### src/design/deferred_interrupt_dispatcher_top_macros.svh
// ----------------------------------------------------------------------------
// Deferred interrupt dispatcher assertion macros
// Shared concurrent assertion forms for the dispatcher modules.
// ----------------------------------------------------------------------------
`ifndef DEFERRED_INTERRUPT_DISPATCHER_TOP_MACROS_SVH
`define DEFERRED_INTERRUPT_DISPATCHER_TOP_MACROS_SVH

// Same-cycle implication, disabled while reset is asserted.
`define DID_ASSERT_SAME(label, clk, rst_n, pre, post) \
	label: assert property (@(posedge clk) disable iff (!rst_n) (pre) |-> (post)) \
		else $error("same-cycle check failed");

// Next-cycle implication, disabled while reset is asserted.
`define DID_ASSERT_NEXT(label, clk, rst_n, pre, post) \
	label: assert property (@(posedge clk) disable iff (!rst_n) (pre) |=> (post)) \
		else $error("next-cycle check failed");

`endif

### src/design/did_pkg.sv
// ----------------------------------------------------------------------------
// Deferred interrupt dispatcher package
// Command codes, fixed field widths and the controller/datapath interface.
// ----------------------------------------------------------------------------
package did_pkg;

	localparam int CMD_W         = 2;
	localparam int LINE_FIELD_W  = 5;
	localparam int COUNT_FIELD_W = 16;
	localparam int HANDLER_W     = 32;

	localparam logic [CMD_W-1:0] CMD_EVENT   = 2'd0;
	localparam logic [CMD_W-1:0] CMD_SAVE    = 2'd1;
	localparam logic [CMD_W-1:0] CMD_RESTORE = 2'd2;

	// Commands from the controller to the datapath.
	typedef struct packed {
		logic capture;
		logic ev_read;
		logic ev_write;
		logic restore_wr;
		logic drop_unhandled;
		logic pick;
		logic load_dispatch;
		logic load_status;
	} ctrl_cmd_t;

	// Status from the datapath to the controller.
	typedef struct packed {
		logic [CMD_W-1:0] command;
		logic             line_ok;
		logic             flag;
		logic             pend_any;
		logic             pick_last;
		logic             out_free;
	} dp_status_t;

endpackage

### src/design/did_ram.sv
// ----------------------------------------------------------------------------
// Generic RAM
// One write port and one read port with registered read data.
// ----------------------------------------------------------------------------
module did_ram #(
	parameter int WIDTH = 16,
	parameter int DEPTH = 32
) (
	input  logic                     clk,
	input  logic                     we,
	input  logic [$clog2(DEPTH)-1:0] waddr,
	input  logic [WIDTH-1:0]         wdata,
	input  logic                     re,
	input  logic [$clog2(DEPTH)-1:0] raddr,
	output logic [WIDTH-1:0]         rdata
);

	logic [WIDTH-1:0] mem_q [DEPTH];

	always_ff @(posedge clk) begin
		if (we) begin
			mem_q[waddr] <= wdata;
		end
		if (re) begin
			rdata <= mem_q[raddr];
		end
	end

endmodule

### src/design/did_datapath.sv
// ----------------------------------------------------------------------------
// Deferred interrupt dispatcher datapath
// Pending mask, soft-disable flag, occurrence counters and the result register.
// ----------------------------------------------------------------------------
`include "deferred_interrupt_dispatcher_top_macros.svh"

module did_datapath #(
	parameter int LINE_COUNT = 32,
	parameter int COUNT_BITS = 16
) (
	input  logic                                 clk,
	input  logic                                 arst_n,
	input  did_pkg::ctrl_cmd_t                   cmd,
	output did_pkg::dp_status_t                  sts,
	input  logic [did_pkg::CMD_W-1:0]            command,
	input  logic [did_pkg::LINE_FIELD_W-1:0]     irq_line,
	input  logic                                 restore_value,
	input  logic                                 cfg_write_en,
	input  logic [did_pkg::HANDLER_W-1:0]        handler_present,
	input  logic                                 out_stall,
	output logic                                 out_valid,
	output logic                                 dispatch_valid,
	output logic [did_pkg::LINE_FIELD_W-1:0]     dispatched_line,
	output logic [did_pkg::COUNT_FIELD_W-1:0]    occurrence_count,
	output logic                                 old_save_flag,
	output logic                                 last_result
);

	localparam int LINE_BITS = $clog2(LINE_COUNT);
	localparam logic [COUNT_BITS-1:0] COUNT_MAX = {COUNT_BITS{1'b1}};

	logic [did_pkg::CMD_W-1:0]        cmd_q;
	logic [did_pkg::LINE_FIELD_W-1:0] line_q;
	logic                             val_q;
	logic [LINE_COUNT-1:0]            handler_q;
	logic [LINE_COUNT-1:0]            pending_q;
	logic [LINE_COUNT-1:0]            cnt_vld_q;
	logic                             flag_q;
	logic [LINE_BITS-1:0]             pick_q;
	logic                             last_q;
	logic                             out_valid_q;

	logic [LINE_BITS-1:0]  line_idx;
	logic [LINE_BITS-1:0]  pick_idx;
	logic [LINE_COUNT-1:0] pick_bit;
	logic                  ram_re;
	logic [LINE_BITS-1:0]  ram_raddr;
	logic [COUNT_BITS-1:0] ram_rdata;
	logic [COUNT_BITS-1:0] cur_count;
	logic [COUNT_BITS-1:0] next_count;
	logic [COUNT_BITS-1:0] disp_count;
	logic [63:0]           disp_count_ext;
	logic                  out_free;

	assign line_idx = line_q[LINE_BITS-1:0];

	// Highest pending line wins.
	always_comb begin
		pick_idx = '0;
		for (int i = 0; i < LINE_COUNT; i++) begin
			if (pending_q[i]) begin
				pick_idx = LINE_BITS'(i);
			end
		end
	end

	always_comb begin
		pick_bit = '0;
		pick_bit[pick_idx] = 1'b1;
	end

	assign ram_re    = cmd.ev_read | cmd.pick;
	assign ram_raddr = cmd.pick ? pick_idx : line_idx;

	// A counter that was never written since its last dispatch reads as zero.
	assign cur_count  = cnt_vld_q[line_idx] ? ram_rdata : '0;
	assign next_count = (cur_count == COUNT_MAX) ? cur_count : cur_count + 1'b1;
	assign disp_count = cnt_vld_q[pick_q] ? ram_rdata : '0;
	assign disp_count_ext = 64'(disp_count);

	did_ram #(
		.WIDTH (COUNT_BITS),
		.DEPTH (LINE_COUNT)
	) u_counters (
		.clk   (clk),
		.we    (cmd.ev_write),
		.waddr (line_idx),
		.wdata (next_count),
		.re    (ram_re),
		.raddr (ram_raddr),
		.rdata (ram_rdata)
	);

	always_ff @(posedge clk) begin
		if (cmd.capture) begin
			cmd_q  <= command;
			line_q <= irq_line;
			val_q  <= restore_value;
		end
		if (cmd.pick) begin
			pick_q <= pick_idx;
			last_q <= ((pending_q & ~pick_bit) == '0);
		end
		if (cmd.load_dispatch) begin
			dispatch_valid   <= 1'b1;
			dispatched_line  <= did_pkg::LINE_FIELD_W'(pick_q);
			occurrence_count <= disp_count_ext[did_pkg::COUNT_FIELD_W-1:0];
			old_save_flag    <= flag_q;
			last_result      <= last_q;
		end else if (cmd.load_status) begin
			dispatch_valid   <= 1'b0;
			dispatched_line  <= '0;
			occurrence_count <= '0;
			old_save_flag    <= flag_q;
			last_result      <= 1'b1;
		end
	end

	always_ff @(posedge clk or negedge arst_n) begin
		if (!arst_n) begin
			handler_q   <= '0;
			pending_q   <= '0;
			cnt_vld_q   <= '0;
			flag_q      <= 1'b0;
			out_valid_q <= 1'b0;
		end else begin
			if (cfg_write_en) begin
				handler_q <= handler_present[LINE_COUNT-1:0];
			end
			if (cmd.ev_write) begin
				pending_q[line_idx] <= 1'b1;
				cnt_vld_q[line_idx] <= 1'b1;
			end
			if (cmd.restore_wr) begin
				flag_q <= val_q;
			end
			// Lines without a handler simply lose their pending bit.
			if (cmd.drop_unhandled) begin
				pending_q <= pending_q & handler_q;
			end
			if (cmd.pick) begin
				pending_q <= pending_q & ~pick_bit;
			end
			if (cmd.load_dispatch) begin
				cnt_vld_q[pick_q] <= 1'b0;
			end
			// A save reports the old flag, then sets it.
			if (cmd.load_status && (cmd_q == did_pkg::CMD_SAVE)) begin
				flag_q <= 1'b1;
			end
			if (cmd.load_dispatch || cmd.load_status) begin
				out_valid_q <= 1'b1;
			end else if (!out_stall) begin
				out_valid_q <= 1'b0;
			end
		end
	end

	assign out_free  = !out_valid_q || !out_stall;
	assign out_valid = out_valid_q;

	assign sts.command   = cmd_q;
	assign sts.line_ok   = ({1'b0, line_q} < (did_pkg::LINE_FIELD_W + 1)'(LINE_COUNT));
	assign sts.flag      = flag_q;
	assign sts.pend_any  = (pending_q != '0);
	assign sts.pick_last = last_q;
	assign sts.out_free  = out_free;

	// A dispatched line is only ever handed over while the flag is clear.
	`DID_ASSERT_SAME(a_dispatch_unmasked, clk, arst_n,
		out_valid_q && dispatch_valid, !old_save_flag)

endmodule

### src/design/did_ctrl.sv
// ----------------------------------------------------------------------------
// Deferred interrupt dispatcher controller
// Sequences command execution, counter updates and the drain of pending lines.
// ----------------------------------------------------------------------------
`include "deferred_interrupt_dispatcher_top_macros.svh"

module did_ctrl (
	input  logic                clk,
	input  logic                arst_n,
	input  logic                in_valid,
	output logic                in_stall,
	input  did_pkg::dp_status_t sts,
	output did_pkg::ctrl_cmd_t  cmd
);

	localparam logic [2:0] ST_IDLE   = 3'd0;
	localparam logic [2:0] ST_EXEC   = 3'd1;
	localparam logic [2:0] ST_EV_WR  = 3'd2;
	localparam logic [2:0] ST_CHECK  = 3'd3;
	localparam logic [2:0] ST_DRAIN  = 3'd4;
	localparam logic [2:0] ST_DR_OUT = 3'd5;
	localparam logic [2:0] ST_STATUS = 3'd6;

	logic [2:0] state_q;
	logic [2:0] state_d;

	always_comb begin
		state_d = state_q;
		cmd     = '0;
		case (state_q)
			ST_IDLE: begin
				if (in_valid) begin
					cmd.capture = 1'b1;
					state_d     = ST_EXEC;
				end
			end
			ST_EXEC: begin
				case (sts.command)
					did_pkg::CMD_EVENT: begin
						if (sts.line_ok) begin
							cmd.ev_read = 1'b1;
							state_d     = ST_EV_WR;
						end else begin
							state_d = ST_CHECK;
						end
					end
					did_pkg::CMD_RESTORE: begin
						cmd.restore_wr = 1'b1;
						state_d        = ST_CHECK;
					end
					default: begin
						state_d = ST_STATUS;
					end
				endcase
			end
			ST_EV_WR: begin
				cmd.ev_write = 1'b1;
				state_d      = ST_CHECK;
			end
			ST_CHECK: begin
				if (!sts.flag) begin
					cmd.drop_unhandled = 1'b1;
					state_d            = ST_DRAIN;
				end else begin
					state_d = ST_STATUS;
				end
			end
			ST_DRAIN: begin
				if (sts.pend_any) begin
					cmd.pick = 1'b1;
					state_d  = ST_DR_OUT;
				end else begin
					state_d = ST_STATUS;
				end
			end
			ST_DR_OUT: begin
				if (sts.out_free) begin
					cmd.load_dispatch = 1'b1;
					state_d           = sts.pick_last ? ST_IDLE : ST_DRAIN;
				end
			end
			ST_STATUS: begin
				if (sts.out_free) begin
					cmd.load_status = 1'b1;
					state_d         = ST_IDLE;
				end
			end
			default: begin
				state_d = ST_IDLE;
			end
		endcase
	end

	always_ff @(posedge clk or negedge arst_n) begin
		if (!arst_n) begin
			state_q <= ST_IDLE;
		end else begin
			state_q <= state_d;
		end
	end

	assign in_stall = (state_q != ST_IDLE);

	// Every drain empties the pending mask, so an unmasked idle block has none left.
	`DID_ASSERT_SAME(a_idle_drained, clk, arst_n,
		(state_q == ST_IDLE) && !sts.flag, !sts.pend_any)
	`DID_ASSERT_NEXT(a_last_ends_item, clk, arst_n,
		cmd.load_dispatch && sts.pick_last, state_q == ST_IDLE)
	`DID_ASSERT_NEXT(a_accept_starts, clk, arst_n,
		in_valid && !in_stall, state_q == ST_EXEC)

endmodule

### src/design/deferred_interrupt_dispatcher_top.sv
// ----------------------------------------------------------------------------
// Deferred interrupt dispatcher
// One item is taken at a time. A save or an unknown command goes straight
// to a status result. A restore writes the flag, an in-range event updates
// its line's counter; both then drain the pending lines unless the flag is
// set. Each dispatched line is first picked as the highest pending line,
// with its counter read from the counter RAM, then loaded into the result
// register; that load waits while out_stall holds the output. The counter
// RAM has a single read port, so an event's counter read-modify-write and
// each dispatch take separate states. Counters clear through per-line
// valid bits at reset; no clearing pass is needed. handler_present may be
// written only while idle.
// ----------------------------------------------------------------------------
module deferred_interrupt_dispatcher_top #(
	parameter int LINE_COUNT = 32,
	parameter int COUNT_BITS = 16
) (
	input  logic                              clk,
	input  logic                              arst_n,
	input  logic                              in_valid,
	output logic                              in_stall,
	input  logic [did_pkg::CMD_W-1:0]         command,
	input  logic [did_pkg::LINE_FIELD_W-1:0]  irq_line,
	input  logic                              restore_value,
	output logic                              out_valid,
	input  logic                              out_stall,
	output logic                              dispatch_valid,
	output logic [did_pkg::LINE_FIELD_W-1:0]  dispatched_line,
	output logic [did_pkg::COUNT_FIELD_W-1:0] occurrence_count,
	output logic                              old_save_flag,
	output logic                              last_result,
	input  logic                              cfg_write_en,
	input  logic [did_pkg::HANDLER_W-1:0]     handler_present
);

	did_pkg::ctrl_cmd_t  cmd;
	did_pkg::dp_status_t sts;

	did_ctrl u_ctrl (
		.clk      (clk),
		.arst_n   (arst_n),
		.in_valid (in_valid),
		.in_stall (in_stall),
		.sts      (sts),
		.cmd      (cmd)
	);

	did_datapath #(
		.LINE_COUNT (LINE_COUNT),
		.COUNT_BITS (COUNT_BITS)
	) u_datapath (
		.clk              (clk),
		.arst_n           (arst_n),
		.cmd              (cmd),
		.sts              (sts),
		.command          (command),
		.irq_line         (irq_line),
		.restore_value    (restore_value),
		.cfg_write_en     (cfg_write_en),
		.handler_present  (handler_present),
		.out_stall        (out_stall),
		.out_valid        (out_valid),
		.dispatch_valid   (dispatch_valid),
		.dispatched_line  (dispatched_line),
		.occurrence_count (occurrence_count),
		.old_save_flag    (old_save_flag),
		.last_result      (last_result)
	);

endmodule
### config.mk
export PLATFORM = sky130hd
export DESIGN_NAME = deferred_interrupt_dispatcher_top
export DESIGN_NICKNAME = d
export VERILOG_FILES = /design/src/design/did_pkg.sv /design/src/design/did_ram.sv /design/src/design/did_datapath.sv /design/src/design/did_ctrl.sv /design/src/design/deferred_interrupt_dispatcher_top.sv
export VERILOG_INCLUDE_DIRS = /design/src /design/src/design
export SDC_FILE = /design/constraint.sdc
export NUM_CORES = 1
export LEC_CHECK = 0
export BUFFER_PORTS_ARGS = -buffer_cell sky130_fd_sc_hd__buf_2
export CAP_MARGIN = 20
export CORE_MARGIN = 3
export CORE_UTILIZATION = 62
export CTS_BUF_LIST = sky130_fd_sc_hd__clkbuf_16
export DETAILED_ROUTE_END_ITERATION = 16
export MAX_ROUTING_LAYER = met4
export PLACE_DENSITY = 0.81
export SYNTH_ARGS = -nofsm -noshare
export SYNTH_HDL_FRONTEND = slang
export SYNTH_SLANG_ARGS = --single-unit
export TNS_END_PERCENT = 20
### constraint.sdc
create_clock -name clk -period 6.15 [get_ports clk]
set_input_delay 0 -clock clk [delete_from_list [all_inputs] [get_ports clk]]
set_output_delay 0 -clock clk [all_outputs]
set_load 0.005 [all_outputs]
## Word-level counts from Yosys, hierarchy flattened

Memory sizes are Yosys's and may differ from the RTL's. A register that Yosys moved wholly into a read port is not among the register bits.
Cells that the tools add are included.
W data, S select, Z words.

| word-level totals | value |
|---|---|
| RAM bits | 512 |
| ROM bits | 0 |
| output and inout bits | 26 |
| memories kept | 1 |
| input bits | 45 |
| logic and storage cells | 148 |
| bits in latches | 0 |
| bits in registers | 139 |

| operators by class | value |
|---|---|
| equal/unequal tests | 13 |
| $lt $le $gt $ge | 6 |
| add/subtract/negate cells | 1 |
| multipliers | 0 |
| bitwise operators | 8 |
| div/mod/pow operators | 0 |
| shift operators | 0 |
| mux-type cells | 86 |
| reductions and logical operators | 17 |

Memories:

| name | depth | width | read ports | clocked after memory_dff | wr ports | RTL line | source |
|---|---|---|---|---|---|---|---|
| u_datapath.u_counters.mem_q | 32 | 16 | 1 | 1 | 1 | did_ram.sv:18 | `logic [WIDTH-1:0] mem_q [DEPTH];` |

Operator list:

| operator | count |
|---|---|
| $mux W5 | 33 |
| $mux W32 | 5 |
| $and A32 B32 Y32 | 3 |
| $mux W16 | 5 |
| $not A32 Y32 | 2 |
| $or A32 B32 Y32 | 2 |
| $logic_not A32 Y1 | 1 |
| $reduce_bool A32 Y1 | 1 |
| $mux W1 | 30 |
| $pmux W3 S7 | 1 |
| $lt A5 B6 Y1 const B | 3 |
| $add A16 B1 Y16 const B | 1 |
| $eq A16 B16 Y1 const B | 1 |
| $demux W1 S5 | 3 |
| $ge A5 B1 Y1 const B | 3 |
| $mux W3 | 4 |
| $bmux W1 S5 | 2 |
| $eq A3 B3 Y1 const B | 3 |
| $eq A3 B2 Y1 const B | 2 |
| $ne A2 B1 Y1 const B | 3 |
| $pmux W3 S2 | 1 |
| $reduce_bool A3 Y1 | 2 |
| $logic_and A1 B1 Y1 | 4 |
| $mux W2 | 2 |
| 11 further kinds | 14 |

## Longest topological paths before layout

| depth | value |
|---|---|
| depth in word-level cells | 38 |
| gate-level depth with buffers | 16 |
| gate-level depth less buffers | 14 |

## Cells and area by module

Synthesis repeated with hierarchy kept, for this count alone.

| second synthesis, totals | value |
|---|---|
| cells, all modules | 1948 |
| area, all modules | 28623.7 um2 |

Modules (own cells, without submodules):

| module | times used | seq. area each (um2) | cells an instance | area each (um2) |
|---|---|---|---|---|
| did_ram | 1 | 15855.2 | 1143 | 20694.8 |
| did_datapath | 1 | 3583.4 | 768 | 7621.1 |
| did_ctrl | 1 | 75.1 | 37 | 307.8 |

## Worst setup path before layout

No wires, ideal clock.

| path | value |
|---|---|
| kind | register -> register |
| start point | register u_datapath.line_q (netlist bit u_datapath.line_idx[0]) |
| end point | memory u_datapath.u_counters.mem_q[0][15], data pin |
| stages on the path, launching flop included | 17 |
| slack | 1.283 ns |
| data arrival time | 4.516 ns |
| library setup time | 0.351 ns |
| buffers on the path | 2 |
| period minus slack after synthesis | 4.867 ns |
| required time | 5.799 ns |
| path through | edfxtp_1 clkbuf_1 buf_1 mux4_2 nand3_1 nand2_1 nor4_2 nor2b_1 ha_1 nand4_1 nor2_1 nand2_1 nor3_1 nor4_1 nand3_1 xor2_1 nor2_1 |

| between the ends | value |
|---|---|
| longest elaborated chain between the ends | 5 |
| elaborated cells on any way between the ends | 6 |
| those cells by class | add/sub (1); eq/ne (1); mux (4) |

Ends and longest elaborated chain:

| what | RTL line | source |
|---|---|---|
| start: declaration | did_datapath.sv:33 | `logic [did_pkg::LINE_FIELD_W-1:0] line_q;` |
| start signal: assignment | did_datapath.sv:97 | `line_q <= irq_line;` |
| $bmux W1 S5 * | did_datapath.sv:76 | `assign cur_count = cnt_vld_q[line_idx] ? ram_rdata : '0;` |
| $mux W1 (implied by the code) * | did_datapath.sv:76 |  |
| $mux W16 * | did_datapath.sv:76 |  |
| $add A16 B1 Y16 or $eq A16 B16 Y1 (tied branches) | did_datapath.sv:77 | `assign next_count = (cur_count == COUNT_MAX) ? cur_count : cur_count + 1'b1;` |
| $mux W16 * | did_datapath.sv:77 |  |
| named net u_datapath.next_count[15] | did_datapath.sv:50 | `logic [COUNT_BITS-1:0] next_count;` |
| end: declaration | did_ram.sv:18 |  |

The timed path passes the listed nets; every way through them passes the cells marked *. The select of a mux whose other input is x is not followed.

## Final worst setup path

| path | value |
|---|---|
| start point | register u_datapath.line_q (netlist bit u_datapath.line_idx[0]) |
| end point | memory u_datapath.u_counters.mem_q[31][15], data pin |

Same word-level chain as after synthesis.

==> reports/summary.txt <==
status: completed
pre-CTS setup slack: 972.7 ps
Clock transition at path regs: 60 ps
Yosys top cell area share: 60.38%
endpoints failing hold: 0
pwr dens: 493.6 nW/µm²
dpl cells: 2605
Clk Latency, worst-skew pair: 610 ps
Synth Cell Area: 28100 µm²
FF+latch count, synth: 667
maximum number of pins on one net before global-route repair: 91
global routing met2 resource utilization: 54.19%
share of power burned in registers: 40.4%
worst setup margin: 816.0 ps
wire per inst: 28.87 µm
total global routing track utilization: 34.90%
vias in the first global route: 18760
CTS tree: built
core area: 44510 µm²
# port buffers: 70
sequential area share after synthesis: 69.45%
max capacitance violation total: 0
cells resized by post-CTS repair: 0
Setup Viol. Count Final: 0
ant diodes: 0
die area: 47910 µm²
die width: 218.9 µm
cts hold-fix bufs: 46
GR peak layer: met2
area leader, netlist: edfxtp_1
crit path DAT: 5580 ps
DR iter-0 viols: 3204
DRC violations left: 0
top_reg_cell synth: edfxtp_1
CP max FO: 32
fin. max-slew vios: 0
cts bufs inserted: 67
DP HPWL: 46890 µm
Int Power: 9.977 mW
IO Count: 71
DRT antenna net count: 0
post-synthesis cell type count: 75
slew margin rel.: 20.14%
H-tree levels: 3
Clock Sinks: 667
gr ovfl total: 0
CP Launch Type: flop
final WL: 80060 µm
DRT Pass-1 Iters: 6
Rows: 77
layout cells sized above 1: 17.01%
fill count: 2782
Initial Util: 63.13%
initial antenna violation count: 0
Final Skew: 21.34 ps
clk buf depth: 3
top achievable clock speed: 187.5 MHz
Global Route met3 Usage: 7.269%
switching power: 5.835 mW
Setup CP Type: reg -> reg
Multi-input gate area: 8303 µm²
Post-Synthesis Cells: 2007
total number of vias: 18880
Yosys Warn Count: 0
Layout Nets: 2178
largest cells by area after synthesis: edfxtp_1, dfrtp_1, nand2_1, mux2i_1, mux4_2
setup bufs post-CTS: 0
clk root buf: clkbuf_16
fraction of registers with async set/reset: 15.14%
critical path endpoint category: flop
Syn Nets: 2053
vias per cell: 6.808
hold crit path type: in -> reg
final core occ: 71.98%
Max IR drop VDD: 0.3201 mV
Worst Tran Pin Value: 1189 ps
Worst EP required: 6400 ps
area delta synth->final: 14.02%
Pleak: 11.62 nW
Die Span Y: 218.9 µm
Post-synth EDFFs: 565
final non-filler cell total: 2773
total negative setup slack: 0 ps
Clk pwr share: 25.1%
Switching Share: 36.90%
power consumption: 15.81 mW
register area: 19510 µm²
Tmin final: 5334 ps
Comb pwr share: 34.5%
RSZ-0062 raised after global routing: no
GR Layer Usage met1: 44.57%
Avg Inst Size Synth: 14.00 µm²
first-pass GRT wire length: 118400 µm
Tcrit/Tclk final: 86.73%
gpl congestion: 0.9656
## final timing paths
kind,start,to,depth (start not counted),slack (ps)
max in group asynchronous,arst_n,u_datapath.cnt_vld_q[10]$_DFF_PN0_,4,4880
setup / recovery,u_datapath.line_idx[0]$_DFFE_PP_,u_datapath.u_counters.mem_q[31][15]$_DFFE_PP_,15,820
hold / removal,cfg_write_en,u_datapath.handler_q[0]$_DFFE_PN0P_,2,70
setup reg to reg,u_datapath.line_idx[0]$_DFFE_PP_,u_datapath.u_counters.mem_q[31][15]$_DFFE_PP_,15,820
min in group asynchronous,arst_n,u_datapath.pending_q[15]$_DFFE_PN0P_,4,460
hold reg to reg,u_datapath.dispatch_valid$_SDFFE_PP1P_,u_datapath.dispatch_valid$_SDFFE_PP1P_,2,460
## final cells by class
cell class / instances / share of cell area [%]
Clock buffer: 70 / 5.468
Sequential cell: 667 / 60.91
Timing Repair Buffer: 164 / 3.956
Clock inverter: 48 / 1.168
Multi-Input combinational cell: 1209 / 25.92
Tap cell: 592 / 2.312
Inverter: 23 / 0.2695
## metrics by stage
stage,hold WS [ps],area (µm²)
global placement,7.436,29350
CTS,53.06,31990
floorplan,-295.6,28100
finish,73.87,32040
global route,88.51,32040
detailed placement,7.900,29390
## flip-flops by register name, summed over array words and instances (netlist names), 2 cells and up
name / flops
u_ctrl.state_q: 3
u_datapath.cmd_q: 2
u_datapath.cnt_vld_q: 32
u_datapath.dispatched_line: 5
u_datapath.handler_q: 32
u_datapath.line_idx: 5
u_datapath.occurrence_count: 16
u_datapath.pending_q: 32
u_datapath.pick_q: 5
u_datapath.u_counters.mem_q: 512
u_datapath.u_counters.rdata: 16
## power by group through the flow
stage	Combinational [mW]	Clock, mW	Sequential [mW]
after floorplan	3.00	0	6.08
after global placement	5.13	0	6.44
after detailed placement	5.24	0	6.45
after CTS	5.33	3.99	6.36
after global routing	5.80	4.18	6.42
final	5.45	3.97	6.39
## synthesized netlist by cell type, types with 17 or more instances
cell type	count
a21oi_1	68
nand3_1	74
nor3_1	34
inv_1	21
mux4_2	31
buf_2	27
nor2_1	103
a211oi_1	27
a31oi_1	20
clkbuf_1	59
o21ai_0	54
dfrtp_1	101
mux2_2	56
o32ai_1	17
mux2i_1	101
and3_1	50
nand4_1	20
a21o_1	21
nand2_1	287
edfxtp_1	565
and2_1	23
## cell usage in the layout (no fill, tap or decap), drive strengths merged, types with 6 or more instances in the layout
master,n
or3,15
a22oi,12
nand3,74
o31ai,6
a21o,21
o221ai,11
nor2b,11
and3,50
o21ai,56
a21oi,69
nand2b,15
nor2,104
a31oi,20
o22ai,13
inv,41
nor3,34
o32ai,17
clkinv,23
or2,8
and2,23
a211oi,27
o22a,15
mux2,57
dlygate4sd3,45
nand4,21
o32a,9
mux4,31
dfrtp,101
xor2,8
or4,14
clkbuf,70
mux2i,101
nor4,13
edfxtp,565
nand2,287
buf,119
## cell families (layout without fill, tap and decap cells)
group / Yosys count / after routing / share of synthesized area [%]
adders and majority gates: 2 / 2 / 0.08015
AOI/OAI and AO/OA: 328 / 328 / 8.180
buffers and inverters: 131 / 305 / 2.057
and+or+nand+nor: 680 / 680 / 11.54
muxes: 189 / 189 / 8.380
DFF: 667 / 667 / 69.45
xor gates and xnor gates: 10 / 10 / 0.3117
## critical path, cell delays in order (launching register included)
cell	delay [ps]
edfxtp_1	750
mux4_2	590
nand3_1	90
o21ai_0	140
nor4_4	280
buf_4	370
nor2b_1	120
ha_1	240
nand4_1	130
nor2_1	120
nand2_1	100
nor3_1	130
nor4_1	660
nand3_1	220
xor2_1	210
nor2_2	810
## per-layer routing
metal,vias up,share of wire [%]
met5,-,0
met3,304,11
li1,7968,-
met1,9269,35
met2,1338,48
met4,0,5.5
Power figures use the tool's default switching activity.
